File: src/vssd_pkg.sv
// ============================================================================
// vssd_pkg: shared types and constants for the voice slot shadow block
// Word formats for the item and result channels, the shadow row layout,
// control groups between the sequencer and its units, and the field,
// status and register codes.
// ============================================================================
package vssd_pkg;

    // One desired voice, as it arrives on the item channel.
    typedef struct packed {
        logic [4:0]  slot_index;
        logic        want_active;
        logic [31:0] package_gen;
        logic [15:0] note_ident;
        logic [15:0] start_addr;
        logic [31:0] loop_bounds;
        logic [15:0] envelope;
        logic [15:0] release_req;
        logic [15:0] atten;
        logic [15:0] pitch;
        logic [15:0] pan_send;
        logic [15:0] key_ctrl;
    } item_t;

    // One register-write command or status word on the result channel.
    typedef struct packed {
        logic [4:0]  cmd_slot;
        logic [3:0]  cmd_field;
        logic [15:0] cmd_value;
        logic        has_cmd;
        logic        is_last;
        logic [1:0]  status;
        logic [31:0] fault_total;
        logic [31:0] stale_total;
        logic [31:0] emitted_total;
    } result_t;

    // Shadow copy of one voice slot.
    typedef struct packed {
        logic [31:0] gen;
        logic [15:0] note;
        logic [15:0] start;
        logic [31:0] loop_bounds;
        logic [15:0] envelope;
        logic [15:0] release_req;
        logic [15:0] atten;
        logic [15:0] pitch;
        logic [15:0] pan_send;
        logic [15:0] key_ctrl;
    } shadow_row_t;

    // Configuration register contents.
    typedef struct packed {
        logic [31:0] gen;
        logic [7:0]  room;
        logic [15:0] key_off;
    } cfg_t;

    // Sequencer requests to the shadow store.
    typedef struct packed {
        logic rd_en;
        logic wr_en;
        logic live_set;
        logic live_clr;
    } shadow_ctl_t;

    // Sequencer requests to the shared compare unit.
    typedef struct packed {
        logic       clear;
        logic       step;
        logic [3:0] idx;
    } diff_ctl_t;

    // Accumulated compare results.
    typedef struct packed {
        logic       reassign;
        logic [7:0] change;
        logic [3:0] count;
    } diff_t;

    typedef enum logic [2:0] {
        SEQ_IDLE,
        SEQ_CLASSIFY,
        SEQ_DIFF,
        SEQ_CHECK,
        SEQ_EMIT,
        SEQ_DONE
    } seq_state_t;

    // Command field codes.
    localparam logic [3:0] FLD_KEY   = 4'd0;
    localparam logic [3:0] FLD_START = 4'd1;
    localparam logic [3:0] FLD_LSTRT = 4'd2;
    localparam logic [3:0] FLD_LEND  = 4'd3;
    localparam logic [3:0] FLD_ENV   = 4'd4;
    localparam logic [3:0] FLD_REL   = 4'd5;
    localparam logic [3:0] FLD_ATT   = 4'd6;
    localparam logic [3:0] FLD_PITCH = 4'd7;
    localparam logic [3:0] FLD_PAN   = 4'd8;

    // Status codes.
    localparam logic [1:0] STAT_OK       = 2'd0;
    localparam logic [1:0] STAT_BAD_SLOT = 2'd1;
    localparam logic [1:0] STAT_CAP      = 2'd2;
    localparam logic [1:0] STAT_STALE    = 2'd3;

    // Configuration register indexes.
    localparam logic [1:0] CFG_GEN     = 2'd0;
    localparam logic [1:0] CFG_ROOM    = 2'd1;
    localparam logic [1:0] CFG_KEY_OFF = 2'd2;

    localparam logic [7:0]  ROOM_RESET    = 8'd10;
    localparam logic [15:0] KEY_OFF_RESET = 16'd4096;

    // Compare steps of the shared unit, one 16-bit pair per step.
    localparam logic [3:0] CMP_GEN_LO  = 4'd0;
    localparam logic [3:0] CMP_GEN_HI  = 4'd1;
    localparam logic [3:0] CMP_NOTE    = 4'd2;
    localparam logic [3:0] CMP_START   = 4'd3;
    localparam logic [3:0] CMP_LOOP_LO = 4'd4;
    localparam logic [3:0] CMP_LOOP_HI = 4'd5;
    localparam logic [3:0] CMP_ENV     = 4'd6;
    localparam logic [3:0] CMP_REL     = 4'd7;
    localparam logic [3:0] CMP_ATT     = 4'd8;
    localparam logic [3:0] CMP_PITCH   = 4'd9;
    localparam logic [3:0] CMP_PAN     = 4'd10;
    localparam logic [3:0] CMP_KEY     = 4'd11;

    // Command sequence positions: key off, start, loop start, loop end,
    // five words, final key control.
    localparam logic [3:0] FULL_SEQ = 4'd10;
    localparam logic [3:0] POS_KOFF = 4'd0;
    localparam logic [3:0] POS_KEY  = 4'd9;

endpackage

File: src/vssd_diff.sv
// ============================================================================
// vssd_diff: shared compare unit
// Compares one 16-bit pair of shadow and requested values per step and
// accumulates the reassignment flag, the change mask and the change count.
// ============================================================================
module vssd_diff (
    input  logic                  clk,
    input  logic                  rst_n,
    input  vssd_pkg::diff_ctl_t   ctl,
    input  vssd_pkg::shadow_row_t row,
    input  vssd_pkg::item_t       item,
    output vssd_pkg::diff_t       diff
);
    import vssd_pkg::*;

    logic [15:0] old_word;
    logic [15:0] new_word;
    logic        differs;
    logic [2:0]  change_idx;
    diff_t       diff_reg;
    diff_t       diff_next;

    always_comb
    begin
        case (ctl.idx)
            CMP_GEN_LO:  begin old_word = row.gen[15:0];          new_word = item.package_gen[15:0]; end
            CMP_GEN_HI:  begin old_word = row.gen[31:16];         new_word = item.package_gen[31:16]; end
            CMP_NOTE:    begin old_word = row.note;               new_word = item.note_ident; end
            CMP_START:   begin old_word = row.start;              new_word = item.start_addr; end
            CMP_LOOP_LO: begin old_word = row.loop_bounds[15:0];  new_word = item.loop_bounds[15:0]; end
            CMP_LOOP_HI: begin old_word = row.loop_bounds[31:16]; new_word = item.loop_bounds[31:16]; end
            CMP_ENV:     begin old_word = row.envelope;           new_word = item.envelope; end
            CMP_REL:     begin old_word = row.release_req;        new_word = item.release_req; end
            CMP_ATT:     begin old_word = row.atten;              new_word = item.atten; end
            CMP_PITCH:   begin old_word = row.pitch;              new_word = item.pitch; end
            CMP_PAN:     begin old_word = row.pan_send;           new_word = item.pan_send; end
            CMP_KEY:     begin old_word = row.key_ctrl;           new_word = item.key_ctrl; end
            default:     begin old_word = '0;                     new_word = '0; end
        endcase
    end

    assign differs    = (old_word != new_word);
    assign change_idx = 3'(ctl.idx - CMP_LOOP_LO);

    always_comb
    begin
        diff_next = diff_reg;
        if (ctl.clear)
        begin
            diff_next = '0;
        end
        else if (ctl.step)
        begin
            if (ctl.idx < CMP_LOOP_LO)
            begin
                diff_next.reassign = diff_reg.reassign | differs;
            end
            else
            begin
                diff_next.change[change_idx] = differs;
                diff_next.count = diff_reg.count + {3'b000, differs};
            end
        end
    end

    always_ff @(posedge clk or negedge rst_n)
    begin
        if (!rst_n)
        begin
            diff_reg <= '0;
        end
        else
        begin
            diff_reg <= diff_next;
        end
    end

    assign diff = diff_reg;

endmodule

File: config.mk
export PLATFORM = sky130hd
export DESIGN_NAME = vssd_diff
export DESIGN_NICKNAME = d
export VERILOG_FILES = /design/src/vssd_pkg.sv /design/src/vssd_diff.sv
export SDC_FILE = /design/constraint.sdc
export NUM_CORES = 1
export LEC_CHECK = 0
export ABC_CLOCK_PERIOD_IN_PS = 2790
export BUFFER_PORTS_ARGS = -buffer_cell sky130_fd_sc_hd__clkbuf_2
export CAP_MARGIN = 30
export CORE_AREA = 2 2 161 163
export DETAILED_ROUTE_END_ITERATION = 8
export DIE_AREA = 0 0 163 165
export HOLD_SLACK_MARGIN = 0.12
export PLACE_DENSITY = 0.51
export SYNTH_ARGS = -nofsm -noshare
export SYNTH_HDL_FRONTEND = slang
export SYNTH_SLANG_ARGS = --single-unit
File: constraint.sdc
create_clock -name clk -period 2.79 [get_ports clk]
set_input_delay 0.1395 -clock clk [delete_from_list [all_inputs] [get_ports clk]]
set_output_delay 0.1395 -clock clk [all_outputs]
set_load 0.1 [all_outputs]
==> flow_metrics.env, run 1 <==
export IMPL_grt_pass1_wl_um=44600
export IMPL_fp_dieW_um=163
export IMPL_seq_area_frac_synth=0.0806
export IMPL_status="complete, but fails checks"
export IMPL_async_reset_ff_frac=1.00
export IMPL_synth_edf_count=0
export IMPL_synth_simple_gate_area_share=0.164
export IMPL_avgViaCountPerCell=4.90
export IMPL_critPathLaunchType="input pin"
export IMPL_root_buffer="clkbuf_16"
export IMPL_initial_core_util=0.161
export IMPL_dp_hpwl_um=27700
export IMPL_critical_path_class="input pin to register"
export IMPL_synth_xor_area_frac=0.0304
export IMPL_antenna_found_initial=2
export IMPL_rsz0062_at_grt="yes"
export IMPL_skew_ps=0.410
export IMPL_ys_ff_latch=13
export IMPL_finalNonFillerCells=1385
export IMPL_required_ps=2900
export IMPL_die_area_mm2=0.0269
export IMPL_die_h_um=165
export IMPL_syn_cell_area_mm2=0.00404
export IMPL_synth_cell_types=68
export IMPL_floorplan_core_area_mm2=0.0250
export IMPL_gr_total_overflow=0
export IMPL_power_mw=1.77
export IMPL_numCtsBuffers=3
export IMPL_setup_viol=3
export IMPL_drtAntennaViolNets=0
export IMPL_cts_clk_slew_worst_paths_ps=40
export IMPL_syn_nets=931
export IMPL_drt_pass1_iterations=4
export IMPL_wire_per_inst_um=23.2
export IMPL_syn_area_per_cell_um2=7.60
export IMPL_max_slew_margin_rel=0.618
export IMPL_hold_path_class="input pin to register"
export IMPL_violations="setup timing"
export IMPL_routed_wl_um=32100
export IMPL_htree_num_levels=1
export IMPL_fmax_mhz=342
export IMPL_syn_to_final_growth_pct=102
export IMPL_clkSinkCount=13
export IMPL_p_leak_nw=4.15
export IMPL_setup_tns_ps=-211
export IMPL_ioPinCount=411
export IMPL_fillers=2758
export IMPL_finalCritPeriodShare=1.05
export IMPL_synthMuxAreaShare=0.232
export IMPL_grt_max_degree=17
export IMPL_critPathMaxStageDelay_ps=380
export IMPL_finalWorstPathRequiredPeriod_ps=2920
export IMPL_tightestPinTransition_ps=575
export IMPL_drtIter0Drc=383
export IMPL_clockBufferDepth=2
export IMPL_slew_violations=0
export IMPL_syn_inst=531
export IMPL_io_buffers=404
export IMPL_ys_flop_type="dfrtp_1"
export IMPL_cp_cell_sequence="buf_12 -> buf_8 -> or2b_1 -> nor2_1 -> buf_4 -> a221o_1 -> a2111oi_4 -> xnor2_1 -> nor4_2 -> nand4_1 -> buf_6 -> nor3_4 -> inv_2 -> ha_4 -> ha_4 -> inv_2 -> nor2_2 -> xnor2_1 -> nor2_1"
export IMPL_placed_cells=1346
export IMPL_worst_path_max_fanout=8
export IMPL_worstSetupEndpointType="register"
export IMPL_rows=58
export IMPL_cts_tree="yes"
export IMPL_synth_compound_area_share=0.407
export IMPL_drive_above_1_share=0.615
export IMPL_maxCapViolCount=0
export IMPL_crit_path_top_delay_cell="a221o_1"
export IMPL_ir_worst_vdd_uv=166
export IMPL_clk_latency_ps=240
export IMPL_place_congestion=0.935
export IMPL_crit_arrival_ps=3040
export IMPL_grt_pass1_vias=7071
export IMPL_largest_reg_flops=13
export IMPL_synth_fa_ha_area_frac=0.00620
export IMPL_synth_top_family_by_area="compound AO/OA/AOI/OAI gates"
export IMPL_hold_viol_final=0
export IMPL_finalNetCount=1454
export IMPL_reg2reg_slack_ps=1560
export IMPL_pre_cts_ws_ps=-910
export IMPL_via_count=6788
export IMPL_ys_warn_count=0
export IMPL_grt_usage=0.228
export IMPL_route_detailed_drc=0
export IMPL_layout_setup_ws_ps=-133
export IMPL_power_density_mw_per_mm2=217
## kinds of logic after synthesis
| kind of cell | count (synthesis) |
|---|---|
| AOI/OAI and AO/OA | 224 |
| and+or+nand+nor | 132 |
| muxes | 86 |
| buffers and inverters | 60 |
| xor gates and xnor gates | 14 |
| DFF | 13 |
| adders and majority gates | 2 |
## synth_stat cells, drive strengths merged, types with 13 or more instances
| cell | instances | area, µm² |
|---|---|---|
| dfrtp | 13 | 325 |
| o21ai | 26 | 130 |
| o22ai | 21 | 131 |
| a22oi | 45 | 338 |
| clkbuf | 20 | 76.3 |
| mux2i | 67 | 671 |
| a32oi | 13 | 114 |
| buf | 33 | 218 |
| mux2 | 15 | 176 |
| nor2 | 48 | 185 |
| a21oi | 30 | 150 |
| a22o | 17 | 149 |
| nand2 | 24 | 92.6 |
## placed cells by master, fill, tap and decap left out, drive strengths merged, types with 12 or more instances in the layout
master	instances
a211oi	12
a21oi	30
a22o	17
a22oi	45
a32oi	13
buf	169
clkbuf	405
dfrtp	13
mux2	15
mux2i	67
nand2	24
nand3	12
nor2	48
o21ai	26
o22ai	21
## path summary, 6_finish.rpt
| check | start | to | cells past startpoint |
|---|---|---|---|
| worst max register to register | diff[0] | diff[3] | 5 |
| worst min-delay path | ctl[4] | diff[9] | 2 |
| max in group asynchronous | rst_n | diff[1] | 2 |
| worst min register to register | diff[8] | diff[8] | 2 |
| worst max-delay path | ctl[1] | diff[2] | 19 |
| min in group asynchronous | rst_n | diff[7] | 2 |
## worst max-delay path, delay by kind of cell
family / cells / cell delay, ps
AOI/OAI and AO/OA: 2 / 730
xor gates and xnor gates: 2 / 320
adders and majority gates: 2 / 310
buffers and inverters: 6 / 660
and+or+nand+nor: 7 / 840
## through the flow
step | area [µm²] | hold slack (ps) | util
6_report | 8170 | 259 | 0.326
3_3_place_gp | 7440 | 54.9 | 0.297
2_1_floorplan | 4140 | -156 | -
4_1_cts | 8110 | 255 | 0.324
3_5_place_dp | 7440 | 58.6 | 0.297
5_1_grt | 8170 | 278 | 0.326
## what timing repair did
item	4_1_cts	5_1_grt
pin swaps	32	2
endpoints found under the hold margin	13	0
setup buffers	29	3
cloned	1	0
hold buffers	1	0
gates resized for setup	77	6
endpoints found under the setup margin	13	4
## metal layers
layer | share of wire | vias to the layer above | routed length, µm | track usage
met5 | 0 | - | 0 | 0
met4 | 0.015 | 0 | 480 | 0.0362
met2 | 0.51 | 341 | 16500 | 0.434
met3 | 0.061 | 28 | 1950 | 0.0269
met1 | 0.41 | 3225 | 13200 | 0.277
li1 | - | 3194 | - | -
## power by group
part,internal (mW),switching (mW)
Combinational,0.666,0.641
Clock,0.192,0.0738
Sequential,0.195,0.00612
## cell type report
class	instances	area, µm²	area share
Clock buffer	4	78.8	0.00965
Sequential cell	13	325	0.0398
Timing Repair Buffer	571	3640	0.446
Tap cell	330	413	0.0506
Antenna cell	2	5.00	0.000613
Inverter	7	27.5	0.00337
Multi-Input combinational cell	458	3670	0.450
No activity file was read; power rests on OpenSTA's default activity.
==> run 2: changes to the inputs <==
--- a/constraint.sdc
+++ b/constraint.sdc
@@ -3,2 +3,2 @@
 set_output_delay 0.1395 -clock clk [all_outputs]
-set_load 0.1 [all_outputs]
+set_load 0.01 [all_outputs]
==> run 2 against run 1 <==
Effect of this change:
- register-to-register slack worse by 30 ps
- the run still ends with setup timing left
- setup slack worse by 110 ps
- critical path type unchanged
- sequential cell count stayed put
==> flow_metrics.env, run 2 (synthesized netlist as in run 1, its figures left out) <==
export IMPL_status="complete, but fails checks"
export IMPL_violations="setup timing"
export IMPL_ir_worst_vdd_uv=169
export IMPL_grt_usage=0.228
export IMPL_grt_pass1_wl_um=44700
export IMPL_maxCapViolCount=0
export IMPL_drt_pass1_iterations=6
export IMPL_critPathBufInv=7
export IMPL_layout_setup_ws_ps=-246
export IMPL_clk_latency_ps=240
export IMPL_initial_core_util=0.161
export IMPL_hold_path_class="input pin to register"
export IMPL_routed_wl_um=32100
export IMPL_wire_per_inst_um=23.2
export IMPL_clockBufferDepth=2
export IMPL_rsz0062_at_grt="yes"
export IMPL_setup_tns_ps=-632
export IMPL_clkSinkCount=13
export IMPL_worst_hold_slack_ps=224
export IMPL_critPathMaxStageDelay_ps=450
export IMPL_finalCritPeriodShare=1.09
export IMPL_swShare=0.390
export IMPL_dpl_cell_area_mm2=0.00753
export IMPL_cts_tree="yes"
export IMPL_io_buffers=404
export IMPL_ioPinCount=411
export IMPL_crit_arrival_ps=3150
export IMPL_worst_path_max_fanout=6
export IMPL_finalWorstPathRequiredPeriod_ps=3040
export IMPL_setup_viol=4
export IMPL_grt_pass1_vias=7207
export IMPL_route_detailed_drc=0
export IMPL_largest_reg_flops=13
export IMPL_fp_dieW_um=163
export IMPL_via_count=6825
export IMPL_pre_cts_ws_ps=-1080
export IMPL_floorplan_core_area_mm2=0.0250
export IMPL_syn_to_final_growth_pct=102
export IMPL_p_leak_nw=4.17
export IMPL_required_ps=2910
export IMPL_worstSetupEndpointType="register"
export IMPL_slew_violations=0
export IMPL_critPathLaunchType="input pin"
export IMPL_power_frac_seq=0.117
export IMPL_root_buffer="clkbuf_16"
export IMPL_mostFrequentLayoutCell="clkbuf_2"
export IMPL_critical_path_class="input pin to register"
export IMPL_numCtsBuffers=3
export IMPL_power_share_clock=0.157
export IMPL_path_delay_family="simple AND/OR/NAND/NOR gates"
export IMPL_die_h_um=165
export IMPL_antenna_found_initial=2
export IMPL_power_density_mw_per_mm2=212
export IMPL_finalNetCount=1456
export IMPL_p_switching_mw=0.675
export IMPL_htree_num_levels=1
export IMPL_gr_total_overflow=0
export IMPL_cts_clk_slew_worst_paths_ps=50
export IMPL_avgViaCountPerCell=4.93
export IMPL_diodes=0
export IMPL_crit_path_top_delay_cell="a2111oi_4"
export IMPL_tightestPinTransition_ps=678
export IMPL_drtIter0Drc=471
export IMPL_power_mw=1.73
export IMPL_internal_power_mw=1.05
export IMPL_max_slew_margin_rel=0.546
export IMPL_skew_ps=3.72
export IMPL_place_congestion=0.891
export IMPL_drtAntennaViolNets=0
export IMPL_rows=58
export IMPL_die_area_mm2=0.0269
export IMPL_final_cell_mix="clkbuf_2 (400), buf_4 (137), mux2i_1 (66), nor2_1 (43), a22oi_1 (43)"
export IMPL_fmax_mhz=329
export IMPL_dp_hpwl_um=27500
export IMPL_hold_viol_final=0
export IMPL_cp_cell_sequence="buf_16 -> buf_12 -> buf_16 -> nor2b_4 -> buf_6 -> a22oi_2 -> nor2_1 -> a2111oi_4 -> xnor2_1 -> nor4_2 -> nand4_1 -> buf_4 -> nor3_4 -> inv_2 -> ha_4 -> ha_4 -> inv_2 -> nor2_2 -> xnor2_1 -> nor2_1"
export IMPL_combPwrFrac=0.726
export IMPL_drive_above_1_share=0.608
export IMPL_grt_max_degree=19
export IMPL_fin_area_mm2=0.00816
-- run 2: metrics by stage --
step | instances | util
detailed placement | 1355 | 0.301
global route | 1385 | 0.326
global placement | 1355 | 0.301
floorplan | 531 | -
finish | 1385 | 0.326
CTS | 1380 | 0.324
-- run 2: metal layers --
metal  routed length [µm]  GRT usage  vias up
li1                     -          -     3198
met1                12700      0.277     3187
met2                16300      0.428      394
met3                 2540     0.0349       42
met4                  585     0.0386        4
met5                   29          0        -
-- run 2: final timing paths --
check / cells past startpoint / slack, ps / startpoint / endpoint
max: 20 / -250 / ctl[3] / diff[2]
min: 2 / 220 / ctl[4] / diff[9]
max reg2reg: 5 / 1530 / diff[0] / diff[3]
min reg2reg: 2 / 570 / diff[6] / diff[6]
max in group asynchronous: 2 / 2200 / rst_n / diff[6]
min in group asynchronous: 2 / 330 / rst_n / diff[9]
-- run 2: power groups by stage --
stage	clock, mW	sequential (mW)	combinational (mW)
3_5_place_dp	0	0.204	1.16
6_report	0.272	0.202	1.25
5_1_grt	0.292	0.203	1.34
3_3_place_gp	0	0.204	1.16
2_1_floorplan	0	0.206	0.492
4_1_cts	0.278	0.202	1.25
-- run 2: final cells by class --
cell class              count  area (µm²)
fillers                  2756       16900
repair buffers            573        3670
multi-input cells         458        3650
well taps                 330         413
flip-flops and latches     13         325
clock buffers               4        78.8
inverters                   7        27.5
-- run 2: repair_timing --
item / 4_1_cts / 5_1_grt
pin swaps: 21 / 9
buffers inserted: 18 / 7
cloned: 3 / 0
setup endpoints to repair: 13 / 12
resized for setup: 62 / 4
hold buffers: 1 / 0
hold endpoints to repair: 13 / 0
