**src/vssd_pkg.sv**
```systemverilog
// ============================================================================
// vssd_pkg: shared types and constants for the voice slot shadow block
// Word formats for the item and result channels, the shadow row layout,
// control groups between the sequencer and its units, and the field,
// status and register codes.
// ============================================================================
package vssd_pkg;

    // One desired voice, as it arrives on the item channel.
    typedef struct packed {
        logic [4:0]  slot_index;
        logic        want_active;
        logic [31:0] package_gen;
        logic [15:0] note_ident;
        logic [15:0] start_addr;
        logic [31:0] loop_bounds;
        logic [15:0] envelope;
        logic [15:0] release_req;
        logic [15:0] atten;
        logic [15:0] pitch;
        logic [15:0] pan_send;
        logic [15:0] key_ctrl;
    } item_t;

    // One register-write command or status word on the result channel.
    typedef struct packed {
        logic [4:0]  cmd_slot;
        logic [3:0]  cmd_field;
        logic [15:0] cmd_value;
        logic        has_cmd;
        logic        is_last;
        logic [1:0]  status;
        logic [31:0] fault_total;
        logic [31:0] stale_total;
        logic [31:0] emitted_total;
    } result_t;

    // Shadow copy of one voice slot.
    typedef struct packed {
        logic [31:0] gen;
        logic [15:0] note;
        logic [15:0] start;
        logic [31:0] loop_bounds;
        logic [15:0] envelope;
        logic [15:0] release_req;
        logic [15:0] atten;
        logic [15:0] pitch;
        logic [15:0] pan_send;
        logic [15:0] key_ctrl;
    } shadow_row_t;

    // Configuration register contents.
    typedef struct packed {
        logic [31:0] gen;
        logic [7:0]  room;
        logic [15:0] key_off;
    } cfg_t;

    // Sequencer requests to the shadow store.
    typedef struct packed {
        logic rd_en;
        logic wr_en;
        logic live_set;
        logic live_clr;
    } shadow_ctl_t;

    // Sequencer requests to the shared compare unit.
    typedef struct packed {
        logic       clear;
        logic       step;
        logic [3:0] idx;
    } diff_ctl_t;

    // Accumulated compare results.
    typedef struct packed {
        logic       reassign;
        logic [7:0] change;
        logic [3:0] count;
    } diff_t;

    typedef enum logic [2:0] {
        SEQ_IDLE,
        SEQ_CLASSIFY,
        SEQ_DIFF,
        SEQ_CHECK,
        SEQ_EMIT,
        SEQ_DONE
    } seq_state_t;

    // Command field codes.
    localparam logic [3:0] FLD_KEY   = 4'd0;
    localparam logic [3:0] FLD_START = 4'd1;
    localparam logic [3:0] FLD_LSTRT = 4'd2;
    localparam logic [3:0] FLD_LEND  = 4'd3;
    localparam logic [3:0] FLD_ENV   = 4'd4;
    localparam logic [3:0] FLD_REL   = 4'd5;
    localparam logic [3:0] FLD_ATT   = 4'd6;
    localparam logic [3:0] FLD_PITCH = 4'd7;
    localparam logic [3:0] FLD_PAN   = 4'd8;

    // Status codes.
    localparam logic [1:0] STAT_OK       = 2'd0;
    localparam logic [1:0] STAT_BAD_SLOT = 2'd1;
    localparam logic [1:0] STAT_CAP      = 2'd2;
    localparam logic [1:0] STAT_STALE    = 2'd3;

    // Configuration register indexes.
    localparam logic [1:0] CFG_GEN     = 2'd0;
    localparam logic [1:0] CFG_ROOM    = 2'd1;
    localparam logic [1:0] CFG_KEY_OFF = 2'd2;

    localparam logic [7:0]  ROOM_RESET    = 8'd10;
    localparam logic [15:0] KEY_OFF_RESET = 16'd4096;

    // Compare steps of the shared unit, one 16-bit pair per step.
    localparam logic [3:0] CMP_GEN_LO  = 4'd0;
    localparam logic [3:0] CMP_GEN_HI  = 4'd1;
    localparam logic [3:0] CMP_NOTE    = 4'd2;
    localparam logic [3:0] CMP_START   = 4'd3;
    localparam logic [3:0] CMP_LOOP_LO = 4'd4;
    localparam logic [3:0] CMP_LOOP_HI = 4'd5;
    localparam logic [3:0] CMP_ENV     = 4'd6;
    localparam logic [3:0] CMP_REL     = 4'd7;
    localparam logic [3:0] CMP_ATT     = 4'd8;
    localparam logic [3:0] CMP_PITCH   = 4'd9;
    localparam logic [3:0] CMP_PAN     = 4'd10;
    localparam logic [3:0] CMP_KEY     = 4'd11;

    // Command sequence positions: key off, start, loop start, loop end,
    // five words, final key control.
    localparam logic [3:0] FULL_SEQ = 4'd10;
    localparam logic [3:0] POS_KOFF = 4'd0;
    localparam logic [3:0] POS_KEY  = 4'd9;

endpackage

```
**src/vssd_seq.sv**
```systemverilog
// ============================================================================
// vssd_seq: sequencer of the voice slot shadow block
// Classifies each item, walks the shared compare unit over the fields,
// decides the command plan, updates the shadow and counters, and sends the
// result words through the output register.
// ============================================================================
module vssd_seq #(
    parameter int SLOTS   = 32,
    parameter int SLOT_AW = (SLOTS > 1) ? $clog2(SLOTS) : 1
) (
    input  logic                   clk,
    input  logic                   rst_n,
    input  vssd_pkg::item_t        item,
    input  logic                   item_valid,
    output logic                   item_ready,
    output vssd_pkg::result_t      result,
    output logic                   result_valid,
    input  logic                   result_ready,
    input  vssd_pkg::cfg_t         cfg,
    output vssd_pkg::shadow_ctl_t  shadow_ctl,
    output logic [SLOT_AW-1:0]     rd_addr,
    output logic [SLOT_AW-1:0]     slot_addr,
    output vssd_pkg::shadow_row_t  wr_row,
    input  logic                   live,
    output vssd_pkg::item_t        cur_item,
    output vssd_pkg::diff_ctl_t    diff_ctl,
    input  vssd_pkg::diff_t        diff
);
    import vssd_pkg::*;

    localparam int WIDE_W = SLOT_AW + 5;

    seq_state_t  state_reg;
    seq_state_t  state_next;
    item_t       item_reg;
    item_t       item_next;
    logic [1:0]  status_reg;
    logic [1:0]  status_next;
    logic [9:0]  plan_reg;
    logic [9:0]  plan_next;
    logic [3:0]  left_reg;
    logic [3:0]  left_next;
    logic [3:0]  pos_reg;
    logic [3:0]  pos_next;
    logic [3:0]  cmp_idx_reg;
    logic [3:0]  cmp_idx_next;
    logic [31:0] fault_cnt_reg;
    logic [31:0] fault_cnt_next;
    logic [31:0] stale_cnt_reg;
    logic [31:0] stale_cnt_next;
    logic [31:0] emit_cnt_reg;
    logic [31:0] emit_cnt_next;
    logic        result_valid_reg;
    logic        result_valid_next;
    result_t     result_reg;
    result_t     result_next;

    logic [WIDE_W-1:0] cur_slot_wide;
    logic [WIDE_W-1:0] new_slot_wide;
    logic              in_range;
    logic              gen_ok;
    logic              reassigned;
    logic              out_free;
    logic [3:0]        pos_field;
    logic [15:0]       pos_value;

    assign cur_slot_wide = {{SLOT_AW{1'b0}}, item_reg.slot_index};
    assign new_slot_wide = {{SLOT_AW{1'b0}}, item.slot_index};
    assign in_range      = (cur_slot_wide < WIDE_W'(SLOTS));
    assign slot_addr     = cur_slot_wide[SLOT_AW-1:0];
    assign rd_addr       = new_slot_wide[SLOT_AW-1:0];
    assign gen_ok        = (cfg.gen != '0) && (item_reg.package_gen == cfg.gen);
    assign reassigned    = !live || diff.reassign;
    assign out_free      = !result_valid_reg || result_ready;

    assign wr_row.gen         = item_reg.package_gen;
    assign wr_row.note        = item_reg.note_ident;
    assign wr_row.start       = item_reg.start_addr;
    assign wr_row.loop_bounds = item_reg.loop_bounds;
    assign wr_row.envelope    = item_reg.envelope;
    assign wr_row.release_req = item_reg.release_req;
    assign wr_row.atten       = item_reg.atten;
    assign wr_row.pitch       = item_reg.pitch;
    assign wr_row.pan_send    = item_reg.pan_send;
    assign wr_row.key_ctrl    = item_reg.key_ctrl;

    assign cur_item = item_reg;

    // Field code and value of each position of the command sequence.
    always_comb
    begin
        case (pos_reg)
            4'd0:    begin pos_field = FLD_KEY;   pos_value = cfg.key_off; end
            4'd1:    begin pos_field = FLD_START; pos_value = item_reg.start_addr; end
            4'd2:    begin pos_field = FLD_LSTRT; pos_value = item_reg.loop_bounds[15:0]; end
            4'd3:    begin pos_field = FLD_LEND;  pos_value = item_reg.loop_bounds[31:16]; end
            4'd4:    begin pos_field = FLD_ENV;   pos_value = item_reg.envelope; end
            4'd5:    begin pos_field = FLD_REL;   pos_value = item_reg.release_req; end
            4'd6:    begin pos_field = FLD_ATT;   pos_value = item_reg.atten; end
            4'd7:    begin pos_field = FLD_PITCH; pos_value = item_reg.pitch; end
            4'd8:    begin pos_field = FLD_PAN;   pos_value = item_reg.pan_send; end
            default: begin pos_field = FLD_KEY;   pos_value = item_reg.key_ctrl; end
        endcase
    end

    always_comb
    begin
        state_next        = state_reg;
        item_next         = item_reg;
        status_next       = status_reg;
        plan_next         = plan_reg;
        left_next         = left_reg;
        pos_next          = pos_reg;
        cmp_idx_next      = cmp_idx_reg;
        fault_cnt_next    = fault_cnt_reg;
        stale_cnt_next    = stale_cnt_reg;
        emit_cnt_next     = emit_cnt_reg;
        result_valid_next = result_valid_reg && !result_ready;
        result_next       = result_reg;
        shadow_ctl        = '0;
        diff_ctl          = '0;
        diff_ctl.idx      = cmp_idx_reg;

        unique case (state_reg)
            SEQ_IDLE:
            begin
                if (item_valid)
                begin
                    item_next        = item;
                    shadow_ctl.rd_en = 1'b1;
                    diff_ctl.clear   = 1'b1;
                    cmp_idx_next     = CMP_GEN_LO;
                    pos_next         = POS_KOFF;
                    status_next      = STAT_OK;
                    state_next       = SEQ_CLASSIFY;
                end
            end

            SEQ_CLASSIFY:
            begin
                if (!in_range)
                begin
                    status_next = STAT_BAD_SLOT;
                    state_next  = SEQ_DONE;
                end
                else if (!item_reg.want_active)
                begin
                    state_next = SEQ_DONE;
                    if (live)
                    begin
                        if (cfg.room == '0)
                        begin
                            fault_cnt_next = fault_cnt_reg + 32'd1;
                            status_next    = STAT_CAP;
                        end
                        else
                        begin
                            plan_next           = 10'b00_0000_0001;
                            left_next           = 4'd1;
                            emit_cnt_next       = emit_cnt_reg + 32'd1;
                            shadow_ctl.live_clr = 1'b1;
                            state_next          = SEQ_EMIT;
                        end
                    end
                end
                else if (!gen_ok)
                begin
                    stale_cnt_next = stale_cnt_reg + 32'd1;
                    status_next    = STAT_STALE;
                    state_next     = SEQ_DONE;
                    if (live && (cfg.room != '0))
                    begin
                        plan_next           = 10'b00_0000_0001;
                        left_next           = 4'd1;
                        emit_cnt_next       = emit_cnt_reg + 32'd1;
                        shadow_ctl.live_clr = 1'b1;
                        state_next          = SEQ_EMIT;
                    end
                end
                else
                begin
                    state_next = SEQ_DIFF;
                end
            end

            SEQ_DIFF:
            begin
                diff_ctl.step = 1'b1;
                cmp_idx_next  = cmp_idx_reg + 4'd1;
                if (cmp_idx_reg == CMP_KEY)
                begin
                    state_next = SEQ_CHECK;
                end
            end

            SEQ_CHECK:
            begin
                state_next = SEQ_DONE;
                if (reassigned)
                begin
                    if (cfg.room < {4'b0000, FULL_SEQ})
                    begin
                        fault_cnt_next = fault_cnt_reg + 32'd1;
                        status_next    = STAT_CAP;
                    end
                    else
                    begin
                        plan_next           = '1;
                        left_next           = FULL_SEQ;
                        emit_cnt_next       = emit_cnt_reg + 32'(FULL_SEQ);
                        shadow_ctl.wr_en    = 1'b1;
                        shadow_ctl.live_set = 1'b1;
                        state_next          = SEQ_EMIT;
                    end
                end
                else if ({4'b0000, diff.count} > cfg.room)
                begin
                    fault_cnt_next = fault_cnt_reg + 32'd1;
                    status_next    = STAT_CAP;
                end
                else
                begin
                    shadow_ctl.wr_en    = 1'b1;
                    shadow_ctl.live_set = 1'b1;
                    if (diff.count != '0)
                    begin
                        plan_next     = {diff.change, 2'b00};
                        left_next     = diff.count;
                        emit_cnt_next = emit_cnt_reg + 32'(diff.count);
                        state_next    = SEQ_EMIT;
                    end
                end
            end

            SEQ_EMIT:
            begin
                if (!plan_reg[pos_reg])
                begin
                    pos_next = pos_reg + 4'd1;
                end
                else if (out_free)
                begin
                    result_valid_next         = 1'b1;
                    result_next.cmd_slot      = item_reg.slot_index;
                    result_next.cmd_field     = pos_field;
                    result_next.cmd_value     = pos_value;
                    result_next.has_cmd       = 1'b1;
                    result_next.is_last       = (left_reg == 4'd1);
                    result_next.status        = status_reg;
                    result_next.fault_total   = fault_cnt_reg;
                    result_next.stale_total   = stale_cnt_reg;
                    result_next.emitted_total = emit_cnt_reg;
                    pos_next                  = pos_reg + 4'd1;
                    left_next                 = left_reg - 4'd1;
                    if (left_reg == 4'd1)
                    begin
                        state_next = SEQ_IDLE;
                    end
                end
            end

            SEQ_DONE:
            begin
                if (out_free)
                begin
                    result_valid_next         = 1'b1;
                    result_next.cmd_slot      = item_reg.slot_index;
                    result_next.cmd_field     = FLD_KEY;
                    result_next.cmd_value     = '0;
                    result_next.has_cmd       = 1'b0;
                    result_next.is_last       = 1'b1;
                    result_next.status        = status_reg;
                    result_next.fault_total   = fault_cnt_reg;
                    result_next.stale_total   = stale_cnt_reg;
                    result_next.emitted_total = emit_cnt_reg;
                    state_next                = SEQ_IDLE;
                end
            end

            default:
            begin
                state_next = SEQ_IDLE;
            end
        endcase
    end

    always_ff @(posedge clk or negedge rst_n)
    begin
        if (!rst_n)
        begin
            state_reg <= SEQ_IDLE;
        end
        else
        begin
            state_reg <= state_next;
        end
    end

    always_ff @(posedge clk or negedge rst_n)
    begin
        if (!rst_n)
        begin
            status_reg       <= STAT_OK;
            plan_reg         <= '0;
            left_reg         <= '0;
            pos_reg          <= '0;
            cmp_idx_reg      <= '0;
            fault_cnt_reg    <= '0;
            stale_cnt_reg    <= '0;
            emit_cnt_reg     <= '0;
            result_valid_reg <= 1'b0;
        end
        else
        begin
            status_reg       <= status_next;
            plan_reg         <= plan_next;
            left_reg         <= left_next;
            pos_reg          <= pos_next;
            cmp_idx_reg      <= cmp_idx_next;
            fault_cnt_reg    <= fault_cnt_next;
            stale_cnt_reg    <= stale_cnt_next;
            emit_cnt_reg     <= emit_cnt_next;
            result_valid_reg <= result_valid_next;
        end
    end

    always_ff @(posedge clk)
    begin
        item_reg   <= item_next;
        result_reg <= result_next;
    end

    assign item_ready   = (state_reg == SEQ_IDLE);
    assign result       = result_reg;
    assign result_valid = result_valid_reg;

    // A command walk never starts or continues with nothing left to send.
    a_emit_has_work: assert property (@(posedge clk) disable iff (!rst_n)
        state_reg == SEQ_EMIT |-> left_reg != 4'd0)
        else $error("command walk with no commands left");

    // Before the first command goes out, the plan holds exactly as many
    // commands as the walk will count down.
    a_plan_matches_count: assert property (@(posedge clk) disable iff (!rst_n)
        (state_reg == SEQ_EMIT && pos_reg == POS_KOFF)
            |-> $countones(plan_reg) == int'(left_reg))
        else $error("command plan and command count disagree");

    // The emitted total only moves at a decision point, before any result.
    a_emit_total_at_decision: assert property (@(posedge clk) disable iff (!rst_n)
        (emit_cnt_reg != $past(emit_cnt_reg))
            |-> ($past(state_reg) == SEQ_CLASSIFY || $past(state_reg) == SEQ_CHECK))
        else $error("emitted total changed outside a decision");

    // A word marked last hands control back to the idle state.
    a_last_ends_item: assert property (@(posedge clk) disable iff (!rst_n)
        (state_reg == SEQ_EMIT && result_valid_next && !$stable(result_next)
            && result_next.is_last) |=> state_reg == SEQ_IDLE)
        else $error("last command did not end the item");

endmodule

```
**config.mk**
```make
export PLATFORM = sky130hd
export DESIGN_NAME = vssd_seq
export DESIGN_NICKNAME = d
export VERILOG_FILES = /design/src/vssd_pkg.sv /design/src/vssd_seq.sv
export SDC_FILE = /design/constraint.sdc
export NUM_CORES = 1
export LEC_CHECK = 0
export ABC_AREA = 1
export BUFFER_PORTS_ARGS = -buffer_cell sky130_fd_sc_hd__buf_2
export CAP_MARGIN = 20
export CORE_AREA = 2 2 311 313
export DETAILED_ROUTE_END_ITERATION = 16
export DIE_AREA = 0 0 313 315
export GPL_TIMING_DRIVEN = 0
export PLACE_DENSITY_LB_ADDON = 0.25
export SLEW_MARGIN = 20
export SYNTH_ARGS = -nofsm -noshare
export SYNTH_HDL_FRONTEND = slang
export SYNTH_SLANG_ARGS = --single-unit
```
**constraint.sdc**
```tcl
create_clock -name clk -period 11 [get_ports clk]
set_input_delay 0.55 -clock clk [delete_from_list [all_inputs] [get_ports clk]]
set_output_delay 0.55 -clock clk [all_outputs]
set_load 0.005 [all_outputs]
```
==> run_results.csv, run 1 <==
group,metric,value,unit
run_status,status,"finished, final reports clean",
die,dieArea,98600,um2
min_path,min_from,"item[9]",
sta,fin_crit_sh,0.368,
sta,final-hold-violation-count,0,
synth,synth_top_area_cell,"edfxtp_1",
clock_tree,insertion_delay,0.68,ns
clock_tree,clockBufferDepth,3,
sta,layout_setup_ws,6.96,ns
clock_tree,cts-buffers-inserted,55,
die,io_pins,809,
clock_tree,cts.clk_slew.worst_paths,0.06,ns
finish,largest_reg_flops,193,
die,num_rows,114,
synth,synthDistinctLibCells,51,
min_path,min_path_type,"in -> reg",
critical_path,cp_num_buf_inv,3,
finish,syn_to_final_growth,34.7,%
detailed_routing,ant_nets,0,
critical_path,reg2reg_depth,7,
synth,postSynthAreaPerCell,9.32,um2
die,die_y,315,um
min_path,min_delay_path_depth,1,
synth,syn_inst,2438,
finish,fillers,10200,
synth,syn_area,22700,um2
detailed_routing,route.vias.total,20400,
detailed_routing,wirelength,107000,um
detailed_routing,viasPerCell,4.40,
power_and_ir_drop,p_sw,2.31,mW
sta,maxSlewHeadroom,0.196,
grt,grt_pass1_wl,146000,um
critical_path,timing.rr.end,"result[115]",
critical_path,crit_path_end_kind,"flop",
clock_tree,tritoncts,"done",
sta,slew_violations,0,
power_and_ir_drop,irDropWorstVdd,0.144,mV
place,placedCellCount,4531,
clock_tree,cts_root_buf,"clkbuf_16",
power_and_ir_drop,p_clk_frac,0.302,
sta,fmax,247,MHz
job,cap_violations,0,
finish,layoutNonFillerInstCount,4641,
die,die_x,313,um
synth,yosysTopAreaCellShare,0.427,
sta,fin_skew,0.0569,ns
finish,fin_util,0.320,
power_and_ir_drop,leakagePower,14.3,nW
synth,synth_top_flop_cell,"edfxtp_1",
critical_path,critPathTopFamily,"compound AO/OA/AOI/OAI gates",
detailed_routing,route.detailed.drc,0,
synth,syn-num-nets,2730,
grt,grt_usage,0.211,
grt,grt_max_degree,99,
power_and_ir_drop,switching_share,0.354,
place,pre_cts_ws,7.04,ns
critical_path,critPathKind,"reg -> reg",
synth,synth-seq-cells,447,
grt,grt_overflow,0,
critical_path,worstPathCellList,"clkinv_1, ha_1, nand2_1, inv_1, clkbuf_1, a221oi_1, a41oi_1",
critical_path,r2r_slack,6.96,ns
power_and_ir_drop,finalPower,6.52,mW
critical_path,reg2reg_from,"pos_reg[0]",
synth,synth_area_leaders,"edfxtp_1 43%, dfrtp_1 14%, nand2_1 12%",
grt,antenna_found_initial,25,
critical_path,worst_path_largest_cell_delay,1.05,ns
finish,drive_gt1_frac,0.350,
detailed_routing,dr.pass1.iters,8,
sta,rsz0062_at_grt,"no",
synth,ys_async_sr_fraction,0.277,
critical_path,cp.arrival,4.32,ns
sta,worst_slew_pin_slew,1.21,ns
synth,yosysWarnings,0,
critical_path,cp_max_fo,10,
place,io_buffers,808,
clock_tree,htree_levels,2,
sta,setup_viol,0,
place,dp_hpwl,87600,um
grt,grt_pass1_vias,19200,
die,core_area,95700,um2
detailed_routing,wire_per_inst,23.1,um
power_and_ir_drop,seqPwrFrac,0.409,
critical_path,required,11.28,ns
sta,fin_crit,4.04,ns
power_and_ir_drop,p_per_area,213,nW/um2
critical_path,start_kind,"flop",
critical_path,crit_slowest_cell,"a221oi_1",
die,start_util,0.238,
synth,synth_edf_count,323,
detailed_routing,drt_iter0_markers,1639,
power_and_ir_drop,combPwrFrac,0.289,
synth,yosysSeqAreaShare,0.563,
finish,fin_nets,3607,
min_path,min_to,"cur_item[9]",
place,gp_congestion,0.927,
clock_tree,clkSinkCount,447,
power_and_ir_drop,p_int,4.21,mW
[cell type report]
cell class,instances,area [um2],share of cell area
clock inverter,38,515,0.0168
multi-input combinational,1525,7340,0.240
clock buffer,65,1440,0.0472
buffer,265,1840,0.0602
sequential,447,12800,0.418
antenna,4,10.0,0.000327
timing repair buffer,820,4300,0.140
inverter,201,762,0.0249
tap,1276,1600,0.0521
[stage by stage]
stage | hold WS, ns | TNS, ns | cell area [um2]
floorplan | 0.254 | 0 | 22700
CTS | 0.00227 | 0 | 30600
global placement | 0.427 | -5.71 | 28400
detailed placement | 0.430 | 0 | 28600
global route | 0.0208 | 0 | 30600
finish | 0.0661 | 0 | 30600
[logic make-up (layout without fill, tap and decap cells)]
| kind of cell | Yosys count | in the layout | synth area share |
|---|---|---|---|
| buffers and inverters | 466 | 1389 | 0.114 |
| and+or+nand+nor | 1210 | 1210 | 0.217 |
| adders and majority gates | 20 | 20 | 0.0113 |
| AOI/OAI and AO/OA | 171 | 171 | 0.0461 |
| other | 0 | 4 | 0 |
| DFF | 447 | 447 | 0.563 |
| xor gates and xnor gates | 124 | 124 | 0.0478 |
[cell usage after synthesis, drive strengths merged, types with 2 or more instances]
library cell  instances
clkinv                2
o31ai                 2
o211ai                2
o221ai                2
a22o                  5
nor2                240
buf                 239
edfxtp              323
a31oi                 6
nand4                36
nor3                 38
a41oi                11
nand2               757
nor4                  8
ha                   19
nand3               125
a21oi                25
o21ai                92
xnor2                37
and2                  2
a21boi                2
inv                 199
or2                   2
xor2                 87
dfrtp               124
a221oi               19
clkbuf               26
[layout by cell type (no fill, tap or decap), types with 55 or more instances in the layout]
master / instances
xor2_1: 87
dfrtp_1: 124
nand3_1: 124
clkbuf_16: 55
inv_1: 192
buf_4: 213
nand2_1: 755
o21ai_0: 77
buf_2: 826
nor2_1: 227
edfxtp_1: 323
[metal layers]
| metal | up-vias | wire length, um | global-route usage |
|---|---|---|---|
| met4 | 12 | 3580 | 0.0726 |
| li1 | 9585 | - | - |
| met3 | 154 | 10700 | 0.0730 |
| met5 | - | 63 | 0 |
| met2 | 956 | 48300 | 0.334 |
| met1 | 9720 | 44600 | 0.267 |
[power by group through the flow]
stage                     Sequential, mW  Combinational, mW  Clock (mW)
after floorplan                     2.60              0.867           0
after global placement              2.82               1.81           0
after detailed placement            2.69               1.89           0
after CTS                           2.67               1.90        2.02
after global routing                2.69               2.05        2.08
final                               2.67               1.88        1.97
[worst reg2reg max path: stages (launching register included)]
cell and delay [ns]:
dfrtp_1 0.52, clkinv_1 0.33, ha_1 0.42, nand2_1 0.35, inv_1 0.23, clkbuf_1 0.31
a221oi_1 1.06, a41oi_1 0.41
[what timing repair did]
| item | 4_1_cts | 5_1_grt |
|---|---|---|
| endpoints found under the hold margin | 52 | 0 |
| gates resized for setup | 0 | 0 |
| endpoints found under the setup margin | 0 | 0 |
| setup buffers | 0 | 0 |
| hold buffers | 3 | 0 |
[worst max path at each step]
stage	start	endpoint	slack [ns]	depth (start not counted)
floorplan	pos_reg[0]	result[0]	4.05	8
global placement	state_reg[1]	result[21]	-0.06	4
detailed placement	pos_reg[0]	result[115]	7.04	7
CTS	pos_reg[0]	result[115]	6.98	7
global route	pos_reg[0]	result[115]	6.87	7
finish	pos_reg[0]	result[115]	6.96	7
Power figures use the tool's default switching activity.
==> run 2: changes to the inputs <==
Clock period 11 ns to 3.3 ns, I/O delays scaled along.
==> run 2 against run 1 <==
Register-to-register slack got worse by 6.8 ns. Clock-buffer cell count increased by 3. Final cell count increased by 4.9%. Sequential power increased to 3.3 times the previous value. Fmax increased by 28%. Design area increased by 8.2%. Hold slack got worse by 0.0056 ns. Critical path type unchanged.
==> run_results.csv, run 2 (synthesis gave the netlist of run 1 again) <==
group,metric,value,unit
run_status,status,"finished, final reports clean",
critical_path,critPathKind,"reg -> reg",
critical_path,worstPathCellList,"clkinv_2, ha_1, nand3_1, clkinv_2, clkbuf_1, a221oi_1, a41oi_1",
clock_tree,clockBufferDepth,3,
place,gp_congestion,0.924,
critical_path,reg2reg_depth,7,
min_path,min_delay_path_depth,5,
die,num_rows,114,
clock_tree,htree_levels,2,
grt,antenna_found_initial,26,
sta,fmax,316,MHz
grt,use_met3,0.0658,
sta,fin_crit,3.17,ns
critical_path,r2r_slack,0.13,ns
detailed_routing,route.vias.total,21300,
sta,fin_tns_setup,0,ns
grt,grt_max_degree,85,
critical_path,cp.arrival,3.52,ns
grt,grt_pass1_wl,151000,um
finish,final_common_cell,"buf_2",
sta,final-hold-violation-count,0,
finish,fin_area,33100,um2
critical_path,critPathTopFamily,"compound AO/OA/AOI/OAI gates",
die,die_y,315,um
power_and_ir_drop,irDropWorstVdd,0.398,mV
finish,drive_gt1_frac,0.334,
grt,grt_overflow,0,
critical_path,cpMostUsedCell,"clkinv_2",
critical_path,crit_slowest_cell,"a221oi_1",
detailed_routing,ant_nets,0,
sta,slew_violations,0,
place,pre_cts_ws,-0.458,ns
critical_path,timing.rr.end,"result[107]",
sta,setup_viol,0,
sta,fin_crit_sh,0.960,
place,placedCellCount,4535,
die,dieArea,98600,um2
place,placedInstanceArea,28700,um2
job,cap_violations,0,
min_path,min_to,"left_reg[3]",
finish,layoutNonFillerInstCount,4869,
power_and_ir_drop,p_per_area,669,nW/um2
sta,maxSlewHeadroom,0.365,
die,core_area,95700,um2
detailed_routing,wire_per_inst,22.5,um
critical_path,reg2reg_from,"pos_reg[0]",
die,start_util,0.238,
critical_path,required,3.66,ns
die,die_x,313,um
detailed_routing,route.detailed.drc,0,
finish,fin_nets,3838,
clock_tree,cts-buffers-inserted,55,
min_path,min_from,"diff[3]",
detailed_routing,viasPerCell,4.38,
grt,grt_usage,0.215,
clock_tree,cts.clk_slew.worst_paths,0.06,ns
critical_path,cp_num_buf_inv,3,
critical_path,start_kind,"flop",
finish,syn_to_final_growth,45.7,%
detailed_routing,wirelength,110000,um
clock_tree,insertion_delay,0.65,ns
detailed_routing,dr.pass1.iters,6,
critical_path,worst_path_largest_cell_delay,0.69,ns
grt,grt_pass1_vias,20400,
critical_path,cp_max_fo,10,
detailed_routing,drt_iter0_markers,1720,
critical_path,crit_path_end_kind,"flop",
clock_tree,tritoncts,"done",
place,dp_hpwl,88900,um
min_path,min_path_type,"in -> reg",
sta,layout_setup_ws,0.133,ns
sta,rsz0062_at_grt,"no",
place,io_buffers,808,
die,io_pins,809,
clock_tree,clkSinkCount,447,
grt,grt.met2_usage,0.351,
power_and_ir_drop,leakagePower,15.3,nW
grt,grtUsageMet1,0.279,
grt,grt-busiest-layer,"met2",
sta,worst_slew_pin_slew,0.946,ns
sta,fin_skew,0.0191,ns
clock_tree,cts_root_buf,"clkbuf_16",
finish,largest_reg_flops,193,
finish,layout_common_cells,"826 x buf_2, 753 x nand2_1, 323 x edfxtp_1",
[run 2: changes by cell type in the layout (fill, tap and decap cells not counted), moves of 3 or more]
cell / before / now
a221oi_2: 0 / 6
dlygate4sd3_1: 3 / 229
clkinv_16: 3 / 0
a221oi_1: 19 / 9
clkbuf_16: 55 / 58
a221oi_4: 0 / 4
buf_12: 4 / 9
diode_2: 4 / 1
[run 2: metal layers]
layer  up-vias  routed length [um]
met5         -                 107
met4        14                2570
met3       133               10300
met2       951               50400
met1     10200               46200
li1      10100                   -
[run 2: worst max-delay path by stage]
stage / slack (ns) / cells after the start / end / from
2_1_floorplan: -0.82 / 5 / cur_item[0] / state_reg[2]
3_3_place_gp: -2.99 / 5 / cur_item[129] / state_reg[2]
3_5_place_dp: -0.46 / 7 / result[115] / pos_reg[0]
4_1_cts: -0.02 / 7 / result[108] / pos_reg[0]
5_1_grt: 0.01 / 7 / result[108] / pos_reg[0]
6_report: 0.13 / 7 / result[107] / pos_reg[0]
[run 2: worst min-delay path, cell delays in order]
cell and delay (ns):
buf_2 0.15, inv_1 0.08, o221ai_1 0.12, nand3_1 0.10
nand2_1 0.05
[run 2: power breakdown]
group | internal, mW | switching [mW]
sequential | 7.64 | 1.22
combinational | 2.76 | 3.80
clock | 4.02 | 2.70
[run 2: area by class of cell]
type	instances	area [um2]
antenna	1	2.50
sequential	447	12800
timing repair buffer	1051	6660
tap	1276	1600
inverter	201	761
buffer	264	1840
multi-input combinational	1525	7460
clock inverter	35	467
timing repair inverter	1	5.00
fill	10000	62600
clock buffer	68	1530
[run 2: metrics by stage]
stage / util / power, mW / hold WS, ns
floorplan: - / 11.5 / -0.131
global placement: 0.297 / 15.2 / 0.341
detailed placement: 0.300 / 15.3 / 0.0824
CTS: 0.345 / 22.4 / 0.0133
global route: 0.346 / 23.2 / 0.0605
finish: 0.346 / 22.1 / 0.0606
[run 2: timing repair]
action | 4_1_cts | 5_1_grt
resized for setup | 10 | 7
hold buffers | 230 | 0
endpoints found under the setup margin | 8 | 11
cloned | 0 | 1
pin swaps | 0 | 1
hold endpoints to repair | 352 | 0
setup buffers | 0 | 0
==> run 3: changes to the inputs <==
Settings changed: TNS_END_PERCENT set to 50.
Clock period 3.3 ns to 2.7 ns, I/O delays scaled along.
==> run 3 against run 2 <==
First-iteration DRC count is 7.6% lower. Utilization is 0.27 points higher. Combinational power is 26% higher. Hold slack worse by 0.020 ns. Register-to-register slack hardly changed. Flip-flop and latch count stayed put. Clock skew is 0.035 ns higher. Non-clock buffer count is 18 higher.
==> run_results.csv, run 3 (synthesis gave the netlist of run 1 again) <==
group,metric,value,unit
clock_tree,clockBufferDepth,3,
sta,fin_crit,2.57,ns
power_and_ir_drop,irDropWorstVdd,0.565,mV
clock_tree,insertion_delay,0.67,ns
place,dp_hpwl,88900,um
critical_path,cp_max_fo,4,
power_and_ir_drop,leakagePower,15.4,nW
critical_path,start_kind,"flop",
clock_tree,cts_root_buf,"clkbuf_16",
min_path,min_path_type,"in -> async",
finish,layout_common_cells,"825 x buf_2, 748 x nand2_1, 323 x edfxtp_1",
die,num_rows,114,
place,gp_congestion,0.920,
sta,rsz0062_at_grt,"yes",
die,die_y,315,um
sta,fin_crit_sh,0.952,
sta,fin_tns_setup,0,ns
finish,fin_nets,3854,
clock_tree,tritoncts,"done",
die,die_x,313,um
detailed_routing,dr.pass1.iters,5,
critical_path,critPathKind,"reg -> out",
sta,setup_viol,0,
critical_path,cp.arrival,2.44,ns
die,start_util,0.238,
grt,antenna_found_initial,22,
clock_tree,htree_levels,2,
sta,fin_skew,0.0541,ns
critical_path,reg2reg_from,"pos_reg[1]",
grt,grt_overflow,0,
sta,worst_slew_pin_slew,0.885,ns
grt,grt_max_degree,75,
clock_tree,clkSinkCount,447,
finish,drive_gt1_frac,0.346,
finish,final_common_cell,"buf_2",
place,io_buffers,808,
critical_path,crit_start,"cur_item[184]",
job,cap_violations,0,
sta,fmax,389,MHz
sta,final-hold-violation-count,0,
detailed_routing,drt_iter0_markers,1590,
critical_path,r2r_slack,0.13,ns
critical_path,required,2.57,ns
finish,fin_area,33400,um2
finish,syn_to_final_growth,46.8,%
finish,fillers,9935,
sta,maxSlewHeadroom,0.410,
sta,hold_ws,0.0402,ns
grt,grt_pass1_wl,152000,um
power_and_ir_drop,p_per_area,806,nW/um2
detailed_routing,route.detailed.drc,0,
run_status,status,"finished, final reports clean",
die,core_area,95700,um2
die,io_pins,809,
clock_tree,cts.clk_slew.worst_paths,0.07,ns
detailed_routing,route.vias.total,21300,
grt,grt_pass1_vias,20600,
grt,grt_usage,0.216,
clock_tree,cts-buffers-inserted,54,
sta,slew_violations,0,
place,placedInstanceArea,28700,um2
die,dieArea,98600,um2
critical_path,crit_path_end_kind,"primary output",
detailed_routing,wirelength,110000,um
detailed_routing,wire_per_inst,22.4,um
detailed_routing,viasPerCell,4.35,
finish,largest_reg_flops,193,
detailed_routing,ant_nets,0,
## run 3: changes by cell type in the layout (fill, tap and decap cells not counted), sizes merged
cell	previous run	this run
dlygate4sd3	229	232
clkinvlp	7	5
clkinv	19	20
buf	1061	1077
clkbuf	93	88
diode	1	3
inv	202	203
bufinv	9	8
## run 3: layer usage
metal,up-vias,GRT usage,share of wire
met2,920,0.350,0.46
li1,10100,-,-
met5,-,0,0.00062
met1,10100,0.283,0.42
met3,140,0.0602,0.088
met4,10,0.0605,0.028
## run 3: power breakdown
part	total, mW	internal [mW]	switching, mW
Sequential	10.8	9.35	1.50
Clock	7.75	4.55	3.20
Combinational	8.29	3.52	4.77
Total	26.9	17.4	9.47
## run 3: final timing paths
| path | endpoint | depth (start not counted) |
|---|---|---|
| max in group asynchronous | pos_reg[0] | 3 |
| min in group clk | left_reg[1] | 5 |
| min reg2reg | result[11] | 0 |
| max | shadow_ctl[0] | 10 |
| min | stale_cnt_reg[16] | 3 |
| max reg2reg | result[112] | 9 |
## run 3: timing repair
item | in CTS | in global routing
endpoints found under the setup margin | 100 | 93
hold buffers | 233 | 0
setup buffers | 8 | 6
endpoints found under the hold margin | 355 | 0
pin swaps | 1 | 13
resized for setup | 42 | 38
## run 3: per-stage QoR
stage	total power [mW]	utilization	cells	setup slack [ns]
global route	28.2	0.349	4884	-0.0464
CTS	27.0	0.347	4875	0.00593
detailed placement	18.8	0.300	4536	-1.09
floorplan	14.0	-	2438	-1.42
finish	26.9	0.349	4884	0.128
global placement	18.4	0.297	4522	-3.49
## run 3: final cells by class
class                   instances  area, um2  area share
diodes                          3       7.51    0.000225
plain buffers                 264       1850      0.0554
clock buffers                  64       1420      0.0425
clock inverters                35        457      0.0137
inverters                     201        766      0.0229
multi-input cells            1525       7650       0.229
flip-flops and latches        447      12800       0.384
well taps                    1276       1600      0.0478
repair buffers               1069       6830       0.205
## run 3: critical path, cell delays in order (launching register included)
cell and delay [ns]:
edfxtp_1 0.57, inv_1 0.07, nand2_1 0.07, nand2_1 0.10
nor2_1 0.15, nand4_1 0.16, nor2_4 0.27, nand3_4 0.13
nand2_4 0.11, nor2_4 0.04, buf_6 0.12
